<file path="config.mk">
export PLATFORM = sky130hd
export DESIGN_NAME = first_fit_page_run_allocator_top_flat
export DESIGN_NICKNAME = d
export VERILOG_FILES = /design/src/ffpra_pkg.sv /design/src/ffpra_chan_if.sv /design/src/ffpra_ctrl.sv /design/src/ffpra_dp.sv /design/src/first_fit_page_run_allocator_top.sv /design/src/flat_wrapper.sv
export SDC_FILE = /design/constraint.sdc
export NUM_CORES = 1
export LEC_CHECK = 0
export BUFFER_PORTS_ARGS = -buffer_cell sky130_fd_sc_hd__buf_2
export CORE_ASPECT_RATIO = 0.7
export CORE_MARGIN = 1.5
export CORE_UTILIZATION = 35
export CTS_BUF_LIST = sky130_fd_sc_hd__clkbuf_8
export DETAILED_ROUTE_END_ITERATION = 16
export PLACE_DENSITY_LB_ADDON = 0.05
export SLEW_MARGIN = 40
export SYNTH_ARGS = -nofsm -noshare
export SYNTH_HDL_FRONTEND = slang
export SYNTH_HIERARCHICAL = 1
export SYNTH_SLANG_ARGS = --single-unit
</file>
<file path="constraint.sdc">
create_clock -name clk -period 6 [get_ports clk]
set_clock_uncertainty 0.1 [all_clocks]
set_input_delay 0.3 -clock clk [delete_from_list [all_inputs] [get_ports clk]]
set_output_delay 0.3 -clock clk [all_outputs]
set_load 0.03 [all_outputs]
</file>
<file path="src/ffpra_pkg.sv">
`timescale 1ns / 1ps
`default_nettype none
// ----------------------------------------------------------------------------
// ffpra_pkg: shared types for the first-fit page run allocator
// Transaction payloads, result codes and the control/status bundles that link
// the controller to the datapath.
// ----------------------------------------------------------------------------
package ffpra_pkg;

    localparam int LEN_W    = 7;
    localparam int FIRST_W  = 6;
    localparam int STATUS_W = 2;
    localparam int START_W  = 6;

    localparam logic ACT_ALLOC = 1'b0;
    localparam logic ACT_FREE  = 1'b1;

    typedef enum logic [STATUS_W-1:0] {
        ST_OK        = 2'd0,
        ST_NO_ROOM   = 2'd1,
        ST_BAD_START = 2'd2
    } status_t;

    typedef struct packed {
        logic               action;
        logic [LEN_W-1:0]   run_length;
        logic [FIRST_W-1:0] first_page;
    } req_item_t;

    typedef struct packed {
        logic [STATUS_W-1:0] status;
        logic [START_W-1:0]  start_page;
    } rsp_item_t;

    // controller to datapath
    typedef struct packed {
        logic load;
        logic clear_wr;
        logic scan;
        logic mark_wr;
        logic free_wr;
        logic respond;
    } cmd_t;

    // datapath to controller
    typedef struct packed {
        logic in_skip;
        logic in_free;
        logic addr_last;
        logic hit;
        logic miss;
        logic cnt_last;
        logic out_open;
    } sts_t;

endpackage
`default_nettype wire

</file>
<file path="src/ffpra_chan_if.sv">
`timescale 1ns / 1ps
`default_nettype none
// ----------------------------------------------------------------------------
// ffpra_chan_if: valid/ready channel
// One transaction moves at a rising edge with valid and ready both high.
// ----------------------------------------------------------------------------
interface ffpra_chan_if #(
    parameter type payload_t = logic
) ();
    logic     valid;
    logic     ready;
    payload_t payload;

    modport source (output valid, output payload, input ready);
    modport sink   (input valid, input payload, output ready);
endinterface
`default_nettype wire

</file>
<file path="src/ffpra_ctrl.sv">
`timescale 1ns / 1ps
`default_nettype none
// ----------------------------------------------------------------------------
// ffpra_ctrl: allocator controller
// Sequences the map clear after reset, the scan, the mark and free passes and
// the hand-off of each result to the output register.
// ----------------------------------------------------------------------------
module ffpra_ctrl (
    input  logic            clk,
    input  logic            rst_n,
    input  logic            in_valid,
    output logic            in_ready,
    input  ffpra_pkg::sts_t sts,
    output ffpra_pkg::cmd_t cmd
);
    import ffpra_pkg::*;

    typedef enum logic [5:0] {
        S_CLEAR = 6'b000001,
        S_IDLE  = 6'b000010,
        S_SCAN  = 6'b000100,
        S_MARK  = 6'b001000,
        S_FREE  = 6'b010000,
        S_RESP  = 6'b100000
    } state_t;

    state_t state_reg;
    state_t state_next;

    always_ff @(posedge clk or negedge rst_n)
    begin
        if (!rst_n)
        begin
            state_reg <= S_CLEAR;
        end
        else
        begin
            state_reg <= state_next;
        end
    end

    always_comb
    begin
        state_next = state_reg;
        cmd        = '0;
        in_ready   = 1'b0;
        unique case (state_reg)
            S_CLEAR:
            begin
                cmd.clear_wr = 1'b1;
                if (sts.addr_last)
                begin
                    state_next = S_IDLE;
                end
            end
            S_IDLE:
            begin
                in_ready = 1'b1;
                if (in_valid)
                begin
                    cmd.load = 1'b1;
                    priority if (sts.in_skip)
                    begin
                        state_next = S_RESP;
                    end
                    else if (sts.in_free)
                    begin
                        state_next = S_FREE;
                    end
                    else
                    begin
                        state_next = S_SCAN;
                    end
                end
            end
            S_SCAN:
            begin
                cmd.scan = 1'b1;
                priority if (sts.hit)
                begin
                    state_next = S_MARK;
                end
                else if (sts.miss)
                begin
                    state_next = S_RESP;
                end
            end
            S_MARK:
            begin
                cmd.mark_wr = 1'b1;
                if (sts.cnt_last)
                begin
                    state_next = S_RESP;
                end
            end
            S_FREE:
            begin
                cmd.free_wr = 1'b1;
                if (sts.cnt_last)
                begin
                    state_next = S_RESP;
                end
            end
            S_RESP:
            begin
                if (sts.out_open)
                begin
                    cmd.respond = 1'b1;
                    state_next  = S_IDLE;
                end
            end
            default:
            begin
                state_next = S_CLEAR;
            end
        endcase
    end

endmodule
`default_nettype wire

</file>
<file path="src/ffpra_dp.sv">
`timescale 1ns / 1ps
`default_nettype none
// ----------------------------------------------------------------------------
// ffpra_dp: allocator datapath
// Page map memory, address and run counters, request fields and the output
// register.
// ----------------------------------------------------------------------------
module ffpra_dp #(
    parameter int PAGES = 64
) (
    input  logic                  clk,
    input  logic                  rst_n,
    input  ffpra_pkg::cmd_t       cmd,
    output ffpra_pkg::sts_t       sts,
    input  ffpra_pkg::req_item_t  in_item,
    output logic                  out_valid,
    input  logic                  out_ready,
    output ffpra_pkg::rsp_item_t  out_item
);
    import ffpra_pkg::*;

    localparam int PW = $clog2(PAGES);
    localparam int CW = $clog2(PAGES + 1);
    localparam int XW = (CW > LEN_W) ? CW : LEN_W;
    localparam logic [PW-1:0] LAST_ADDR = PW'(PAGES - 1);
    localparam logic [XW-1:0] PAGES_X   = XW'(PAGES);

    logic page_mem [PAGES];

    logic [PW-1:0] addr_reg, addr_next;
    logic [CW-1:0] cnt_reg, cnt_next;
    logic [CW-1:0] run_reg, run_next;
    logic          rd_pend_reg, rd_pend_next;
    logic          issue_done_reg, issue_done_next;
    logic          out_valid_reg, out_valid_next;

    logic [CW-1:0]       len_reg;
    logic [PW-1:0]       rd_addr_reg;
    logic                rd_data_reg;
    status_t             status_reg;
    logic [PW-1:0]       start_reg;
    logic [STATUS_W-1:0] out_status_reg;
    logic [START_W-1:0]  out_start_reg;

    // request decode
    logic [XW-1:0] first_x, len_x, room_x, free_cnt_x;
    logic          in_free, in_bad, in_zero, alloc_empty;

    assign first_x     = XW'(in_item.first_page);
    assign len_x       = XW'(in_item.run_length);
    assign in_free     = (in_item.action == ACT_FREE);
    assign in_bad      = (first_x >= PAGES_X);
    assign in_zero     = (len_x == '0);
    assign alloc_empty = in_zero || (len_x > PAGES_X);
    // free run clipped at the end of the map
    assign room_x      = PAGES_X - first_x;
    assign free_cnt_x  = (len_x < room_x) ? len_x : room_x;

    // scan evaluation on the registered read data
    logic [CW-1:0] run_step;
    logic [CW-1:0] start_c;
    logic          hit, miss, issue;

    assign run_step = rd_data_reg ? '0 : (run_reg + CW'(1));
    assign hit      = cmd.scan && rd_pend_reg && (run_step == len_reg);
    assign miss     = cmd.scan && rd_pend_reg && !hit && (rd_addr_reg == LAST_ADDR);
    assign start_c  = CW'(rd_addr_reg) + CW'(1) - len_reg;
    assign issue    = cmd.scan && !issue_done_reg;

    assign sts.in_skip   = in_free ? (in_bad || in_zero) : alloc_empty;
    assign sts.in_free   = in_free;
    assign sts.addr_last = (addr_reg == LAST_ADDR);
    assign sts.hit       = hit;
    assign sts.miss      = miss;
    assign sts.cnt_last  = (cnt_reg == CW'(1));
    assign sts.out_open  = !out_valid_reg || out_ready;

    always_comb
    begin
        addr_next       = addr_reg;
        cnt_next        = cnt_reg;
        run_next        = run_reg;
        rd_pend_next    = 1'b0;
        issue_done_next = issue_done_reg;
        out_valid_next  = out_valid_reg;

        if (out_ready)
        begin
            out_valid_next = 1'b0;
        end
        if (cmd.respond)
        begin
            out_valid_next = 1'b1;
        end

        if (cmd.load)
        begin
            addr_next       = in_free ? PW'(first_x) : '0;
            cnt_next        = CW'(free_cnt_x);
            run_next        = '0;
            issue_done_next = 1'b0;
        end
        if (cmd.clear_wr || cmd.mark_wr || cmd.free_wr)
        begin
            addr_next = addr_reg + PW'(1);
        end
        if (cmd.mark_wr || cmd.free_wr)
        begin
            cnt_next = cnt_reg - CW'(1);
        end
        if (cmd.scan)
        begin
            if (rd_pend_reg)
            begin
                run_next = run_step;
            end
            if (hit)
            begin
                addr_next = start_c[PW-1:0];
                cnt_next  = len_reg;
            end
            else if (issue)
            begin
                rd_pend_next    = 1'b1;
                addr_next       = addr_reg + PW'(1);
                issue_done_next = (addr_reg == LAST_ADDR);
            end
        end
    end

    always_ff @(posedge clk or negedge rst_n)
    begin
        if (!rst_n)
        begin
            addr_reg       <= '0;
            cnt_reg        <= '0;
            run_reg        <= '0;
            rd_pend_reg    <= 1'b0;
            issue_done_reg <= 1'b0;
            out_valid_reg  <= 1'b0;
        end
        else
        begin
            addr_reg       <= addr_next;
            cnt_reg        <= cnt_next;
            run_reg        <= run_next;
            rd_pend_reg    <= rd_pend_next;
            issue_done_reg <= issue_done_next;
            out_valid_reg  <= out_valid_next;
        end
    end

    // page map: one write port, one registered read port
    always_ff @(posedge clk)
    begin
        if (cmd.clear_wr || cmd.mark_wr || cmd.free_wr)
        begin
            page_mem[addr_reg] <= cmd.mark_wr;
        end
        if (issue)
        begin
            rd_data_reg <= page_mem[addr_reg];
            rd_addr_reg <= addr_reg;
        end
    end

    always_ff @(posedge clk)
    begin
        if (cmd.load)
        begin
            len_reg   <= CW'(len_x);
            start_reg <= '0;
            if (in_free)
            begin
                status_reg <= in_bad ? ST_BAD_START : ST_OK;
            end
            else
            begin
                status_reg <= ST_NO_ROOM;
            end
        end
        else if (hit)
        begin
            status_reg <= ST_OK;
            start_reg  <= start_c[PW-1:0];
        end
        if (cmd.respond)
        begin
            out_status_reg <= status_reg;
            out_start_reg  <= START_W'(start_reg);
        end
    end

    assign out_valid           = out_valid_reg;
    assign out_item.status     = out_status_reg;
    assign out_item.start_page = out_start_reg;

endmodule
`default_nettype wire

</file>
<file path="src/first_fit_page_run_allocator_top.sv">
`timescale 1ns / 1ps
`default_nettype none
// ----------------------------------------------------------------------------
// first_fit_page_run_allocator_top: first-fit page run allocator
// Keeps a used/free bit per page; allocates the lowest run of free pages and
// frees runs on request, one result per request.
//
//   channel   dir  payload                                  role
//   request   in   action, run_length, first_page           allocate/free request
//   result    out  status, start_page                       one per request
//
// after reset the page map is cleared one page a cycle, with request.ready low
// until the last page has been written
// allocate: accept, scan for a free run through the map read port, mark the
// run's pages, then the result; a scan that finds no run goes to the result
// free: accept, clear the clipped run, result; rejected or empty: accept, result
// a pending result sits in the output register while the next request runs;
// a request completes only once that register has been taken
// ----------------------------------------------------------------------------
module first_fit_page_run_allocator_top #(
    parameter int PAGES = 64
) (
    input  logic         clk,
    input  logic         rst_n,
    ffpra_chan_if.sink   request,
    ffpra_chan_if.source result
);
    import ffpra_pkg::*;

    cmd_t cmd;
    sts_t sts;

    ffpra_ctrl u_ctrl (
        .clk      (clk),
        .rst_n    (rst_n),
        .in_valid (request.valid),
        .in_ready (request.ready),
        .sts      (sts),
        .cmd      (cmd)
    );

    ffpra_dp #(
        .PAGES (PAGES)
    ) u_dp (
        .clk       (clk),
        .rst_n     (rst_n),
        .cmd       (cmd),
        .sts       (sts),
        .in_item   (request.payload),
        .out_valid (result.valid),
        .out_ready (result.ready),
        .out_item  (result.payload)
    );

endmodule
`default_nettype wire

</file>
<file path="src/flat_wrapper.sv">
// flat-port wrapper written by rule: the top's interface ports become plain ports
module first_fit_page_run_allocator_top_flat import ffpra_pkg::*;
#(
    parameter int PAGES = 64
)
  (clk, rst_n, request_valid, request_payload, request_ready, result_valid, result_payload, result_ready);
  ffpra_chan_if #(.payload_t(req_item_t)) request_i ();
  ffpra_chan_if #(.payload_t(rsp_item_t)) result_i ();
  input  logic clk;
  input  logic rst_n;
  input wire logic [$bits(request_i.valid)-1:0] request_valid;
  input wire logic [$bits(request_i.payload)-1:0] request_payload;
  output wire logic [$bits(request_i.ready)-1:0] request_ready;
  output wire logic [$bits(result_i.valid)-1:0] result_valid;
  output wire logic [$bits(result_i.payload)-1:0] result_payload;
  input wire logic [$bits(result_i.ready)-1:0] result_ready;
  assign request_i.valid = request_valid;
  assign request_i.payload = request_payload;
  assign request_ready = request_i.ready;
  assign result_valid = result_i.valid;
  assign result_payload = result_i.payload;
  assign result_i.ready = result_ready;
  first_fit_page_run_allocator_top #(.PAGES(PAGES)) u_core (.clk(clk), .rst_n(rst_n), .request(request_i), .result(result_i));
endmodule
</file>
### Word-level counts from Yosys, hierarchy flattened

Memory sizes are Yosys's and may differ from the RTL's. A register that Yosys moved wholly into a read port is not among the register bits.
Cells that the tools add are included.
Widths: inputs -> output; s select.

| word-level totals | value |
|---|---|
| register bits after elaboration | 58 |
| bits in latches | 0 |
| RAM bits | 64 |
| memory bits (read-only) | 0 |
| bits of input ports | 18 |
| output and inout bits | 10 |
| word-level logic and storage cells | 106 |
| memories | 1 |

Memories:

| memory | depth | bits a word | read ports | clocked after Yosys merged registers in | write ports | RTL line | RTL |
|---|---|---|---|---|---|---|---|
| u_core.u_dp.page_mem | 64 | 1 | 1 | 1 | 1 | ffpra_dp.sv:28 | `logic page_mem [PAGES];` |

| operators by class | value |
|---|---|
| add/subtract/negate cells | 6 |
| multiply operators | 0 |
| div/mod/pow operators | 0 |
| order comparisons | 3 |
| equality and inequality tests | 15 |
| shift-type cells | 0 |
| muxes and demuxes | 49 |
| bitwise gates (word level) | 0 |
| reduce and logical (&&, ||, !) cells | 19 |

Operators by type and width:

| operator | number |
|---|---|
| $mux 6 | 13 |
| $mux 7 | 9 |
| $pmux 6 s5 | 1 |
| $mux 1 | 21 |
| $eq 6x6->1 const B | 3 |
| $add 6x1->6 const B | 2 |
| $mux 2 | 4 |
| $add 7x1->7 const B | 1 |
| $eq 7x1->1 const B | 1 |
| $eq 7x7->1 | 1 |
| $ge 6x7->1 const B | 1 |
| $gt 7x7->1 const B | 1 |
| $logic_not 7->1 | 1 |
| $lt 7x7->1 | 1 |
| $sub 7x1->7 const B | 1 |
| $sub 7x6->7 const A | 1 |
| $eq 6x1->1 const B | 1 |
| $eq 6x2->1 const B | 1 |
| $eq 6x3->1 const B | 1 |
| $eq 6x4->1 const B | 1 |
| $eq 6x5->1 const B | 1 |
| $logic_or 1x1->1 | 6 |
| $ne 2x1->1 const B | 3 |
| $sub 6x6->6 | 1 |
| other kinds (8) | 15 |

### Logic depth before layout (Yosys ltp)

| logic depth | value |
|---|---|
| depth after elaboration | 10 |
| mapped depth | 12 |
| depth with buffers taken out | 12 |

### Cells and area by module

Netlist, hierarchy kept.

Modules (own cells, without submodules):

| module | times used | cells an instance | area an instance (sq um) | sequential area each (sq um) |
|---|---|---|---|---|
| ffpra_dp | 1 | 546 | 6179.7 | 3278.1 |
| ffpra_ctrl | 1 | 58 | 508.0 | 151.4 |

### Least setup slack after synthesis

No wires, ideal clock.

| timing | value |
|---|---|
| path kind | reg-to-reg |
| start | register u_core.u_ctrl.state_reg[1] |
| end | register u_core.u_dp.cnt_reg[5] |
| library setup time | 125 ps |
| arrival | 5323 ps |
| data required time | 5775 ps |
| setup slack | 452 ps |
| cell stages (with the launch flop) | 9 |
| buffers on the path | 0 |
| period minus slack after synthesis | 5548 ps |
| path through | dfrtp_1 -> or4_4 -> nor3b_1 -> nor2_1 -> a21oi_1 -> nor3_1 -> a21oi_1 -> a31oi_1 -> mux2_4 |

RTL lines:

| element | RTL line | RTL |
|---|---|---|
| start, declared | ffpra_ctrl.sv:27 | `state_t state_reg;` |
| start signal, assigned | ffpra_ctrl.sv:38 | `state_reg <= state_next;` |
| end signal, assigned | ffpra_dp.sv:145 | `cnt_reg <= cnt_next;` |
| end, declared | ffpra_dp.sv:31 | `logic [CW-1:0] cnt_reg, cnt_next;` |

==> metrics.txt <==
Port Buffers 26; Syn Inst Count 604; CP endpoint kind flip-flop; share of layout cells above drive strength 1 0.166; FF-to-FF End u_core/u_ctrl/state_reg[4]; crit path DAT 3910 ps; die extent in y 119 um; Ys Warns 6; hpwl dp 11.9 mm; Setup Crit Path Kind reg2reg; Die X-Extent 168 um; r2r setup slk 2300 ps; Cell Area, Synth 0.00669 mm^2; syn nets 643; FP Rows 42; boundary pin count 28; first-pass GRT wire length 26.9 mm; die area 0.0200 mm^2; final hold vios 0; worst skew pair latency 440 ps; synth unique cells 75; max reg flops 64; clock sinks 121; Clock power frac 0.438; xor/xnor share of the synthesized area 0.0296; post-route ant nets 0; cell chain of the critical path or4_4, nor2_1, nand2_1, a211o_1, inv_1, or4_4, o21ai_2, o41ai_1; outcome complete, no violations; Simple-Gate Fraction of Synth Area 0.172; Synth Area in Compound Gates 0.102; Avg Cell Area, Syn 11.1 um^2; ANT cells 0; Most flops, register u_core/u_dp/page_mem; DR WL/cell 19.2 um; remaining global-route overflow 0; Net Sw Power 0.000350 W; reg-to-reg critical path startpoint u_core/u_ctrl/state_reg[5]; initial core utilization 0.355; largest family of logic cells by synthesized area simple AND/OR/NAND/NOR gates; Max Cap Viol 0; Placed Area 0.00698 mm^2; dpl ws 2310 ps; WHS 108 ps; Switching Share 0.210; vias in the first global route 4593; worst hold start result_ready; Peak Freq 0.271 GHz; Cell Int Power 0.00132 W; largest net degree at the start of global routing 70; most used cell, CP or4_4; Final Wtd Congestion 0.796; PwrDens 224 mW/mm^2; count of flip-flops with a built-in enable after synthesis 86; CTS Buf Count 17; mux cell area share after synthesis 0.0992; setup violators final 0; Routed met2 length 6.71 mm; clk buf depth 2; DR vias 4723; RSZ-0062 raised after global routing false; fin crit share 0.616; DRT Wirelength 16.9 mm; combinational power share 0.030; flops & latches, synth 121; slowest CP cell or4_4; H-tree depth 4; clk root buf clkbuf_8; 1st-iter DRT viols 414; main flop type after synthesis edfxtp_1; final worst path period need 3700 ps; register area share after synthesis 0.513; vias per cell 5.35; Final Util 0.397; WP data required 6220 ps; HP Class in2reg; post-synthesis async set-or-reset flop share 0.240; Setup TNS 0 ps; Post-CTS Resized 0; Seq pwr share 0.532; Pre-Repair DR Iteration Count 5; top routing layer in use met4; Worst Hold End u_core/u_dp/out_valid; CTS tree yes; final worst slack 2300 ps; met1 WL 9.36 mm; Layout fillers 1805; hold depth 3; area delta synth->final 11.6%; maximum vdd drop 0.0000899 V; worst-path maximum fanout 17; core box area 0.0188 mm^2; r2r worst-path depth 8; initial antenna violation count 0; fin. max-slew vios 0; post-synthesis adder-cell area fraction 0.0404; residual DRC count 0; Tot GR Track Use 0.180; P_leak 2.67 nW; final instance area 0.00746 mm^2; Critical Path Max Stage Delay 570 ps; Worst setup SP type flip-flop; actual slew at the worst max-slew pin 826 ps; Final nets 666; WL met3 734 um; Clk pin slew, worst setup/hold paths 70 ps; max_slew headroom 0.435
[power by group through the flow]
stage	registers (W)	clock network, W	logic [W]
detailed placement	0.000905	0	0.0000455
floorplan	0.000905	0	0.0000249
CTS	0.000887	0.000753	0.0000499
finish	0.000888	0.000730	0.0000500
global route	0.000887	0.000788	0.0000559
global placement	0.000905	0	0.0000450
[area by class of cell]
class | instances | area (um^2) | share of cell area
sequential | 121 | 3430 | 0.460
multi-input combinational | 417 | 2970 | 0.398
tap | 242 | 303 | 0.0406
timing repair buffer | 39 | 250 | 0.0335
clock buffer | 18 | 248 | 0.0332
clock inverter | 14 | 143 | 0.0191
inverter | 31 | 116 | 0.0156
[metal layers]
metal / GRT usage / up-vias
li1: - / 2248
met1: 0.288 / 2360
met2: 0.241 / 106
met3: 0.0409 / 9
met4: 0.0413 / 0
met5: 0 / -
[worst max path at each step]
stage | start | to | slack [ps]
CTS | u_core/u_ctrl/state_reg[5] | u_core/u_dp/addr_reg[3] | 2310
global route | u_core/u_ctrl/state_reg[5] | u_core/u_ctrl/state_reg[4] | 2010
floorplan | u_core/u_ctrl/state_reg[1] | u_core/u_dp/cnt_reg[5] | 450
finish | u_core/u_ctrl/state_reg[5] | u_core/u_ctrl/state_reg[4] | 2300
detailed placement | u_core/u_ctrl/state_reg[5] | u_core/u_dp/addr_reg[3] | 2310
global placement | u_core/u_ctrl/state_reg[5] | u_core/u_dp/addr_reg[3] | 2390
[critical path, delay by kind of cell (launching register included)]
family / cells / cell delay, ps
AO/OA/AOI/OAI: 3 / 850
buffers and inverters: 1 / 300
flip-flops: 1 / 510
AND/OR/NAND/NOR: 4 / 1810
[synthesized netlist by cell type (all sizes together) (6+ instances only)]
library cell | n | area, um^2
dfxtp | 6 | 120
nor2 | 102 | 383
a211oi | 7 | 52.6
ha | 20 | 250
nand3b | 7 | 52.6
xor2 | 6 | 52.6
nand3 | 15 | 85.1
edfxtp | 86 | 2580
nand2b | 17 | 106
xnor2 | 14 | 123
or3 | 6 | 37.5
a21oi | 22 | 110
nand2 | 40 | 150
buf | 13 | 93.8
mux2 | 13 | 150
inv | 31 | 116
dfrtp | 28 | 701
nor3 | 9 | 45.0
clkbuf | 22 | 83.8
nor2b | 11 | 68.8
o21ai | 16 | 87.6
mux2i | 13 | 130
mux4 | 17 | 383
[cells in the final DEF, fill, tap and decap left out, types with 5 or more instances in the layout]
| master | instances |
|---|---|
| nand3b_1 | 7 |
| a31oi_1 | 5 |
| or3_1 | 6 |
| dlygate4sd3_1 | 9 |
| nand2_1 | 40 |
| xor2_1 | 6 |
| dfxtp_1 | 6 |
| edfxtp_1 | 86 |
| nand3_1 | 13 |
| a211oi_1 | 7 |
| clkbuf_8 | 18 |
| nand2b_1 | 17 |
| dfrtp_1 | 26 |
| buf_2 | 26 |
| nor2_1 | 101 |
| a2111oi_0 | 5 |
| nor3_1 | 9 |
| o22ai_1 | 5 |
| mux4_2 | 17 |
| inv_1 | 35 |
| mux2_2 | 12 |
| o21ai_0 | 13 |
| mux2i_1 | 13 |
| xnor2_1 | 14 |
| ha_1 | 20 |
| nor2b_1 | 11 |
| a21oi_1 | 22 |
[cells by family after synthesis]
group	count (synthesis)
mux	43
other cells	1
simple gates	235
flops	121
compound gates	96
fa+ha+maj	21
xor+xnor	21
buf+inv	66
[what timing repair did]
action | 4_1_cts | 5_1_grt
endpoints found under the hold margin | 36 | 0
setup endpoints to repair | 0 | 0
setup buffers | 0 | 0
hold buffers | 9 | 0
[stage by stage]
| stage | std cells | power [W] |
|---|---|---|
| after floorplan | 604 | 0.000930 |
| after global routing | 882 | 0.00173 |
| after CTS | 882 | 0.00169 |
| final | 882 | 0.00167 |
| after global placement | 841 | 0.000950 |
| after detailed placement | 841 | 0.000951 |
Power figures use the tool's default switching activity.
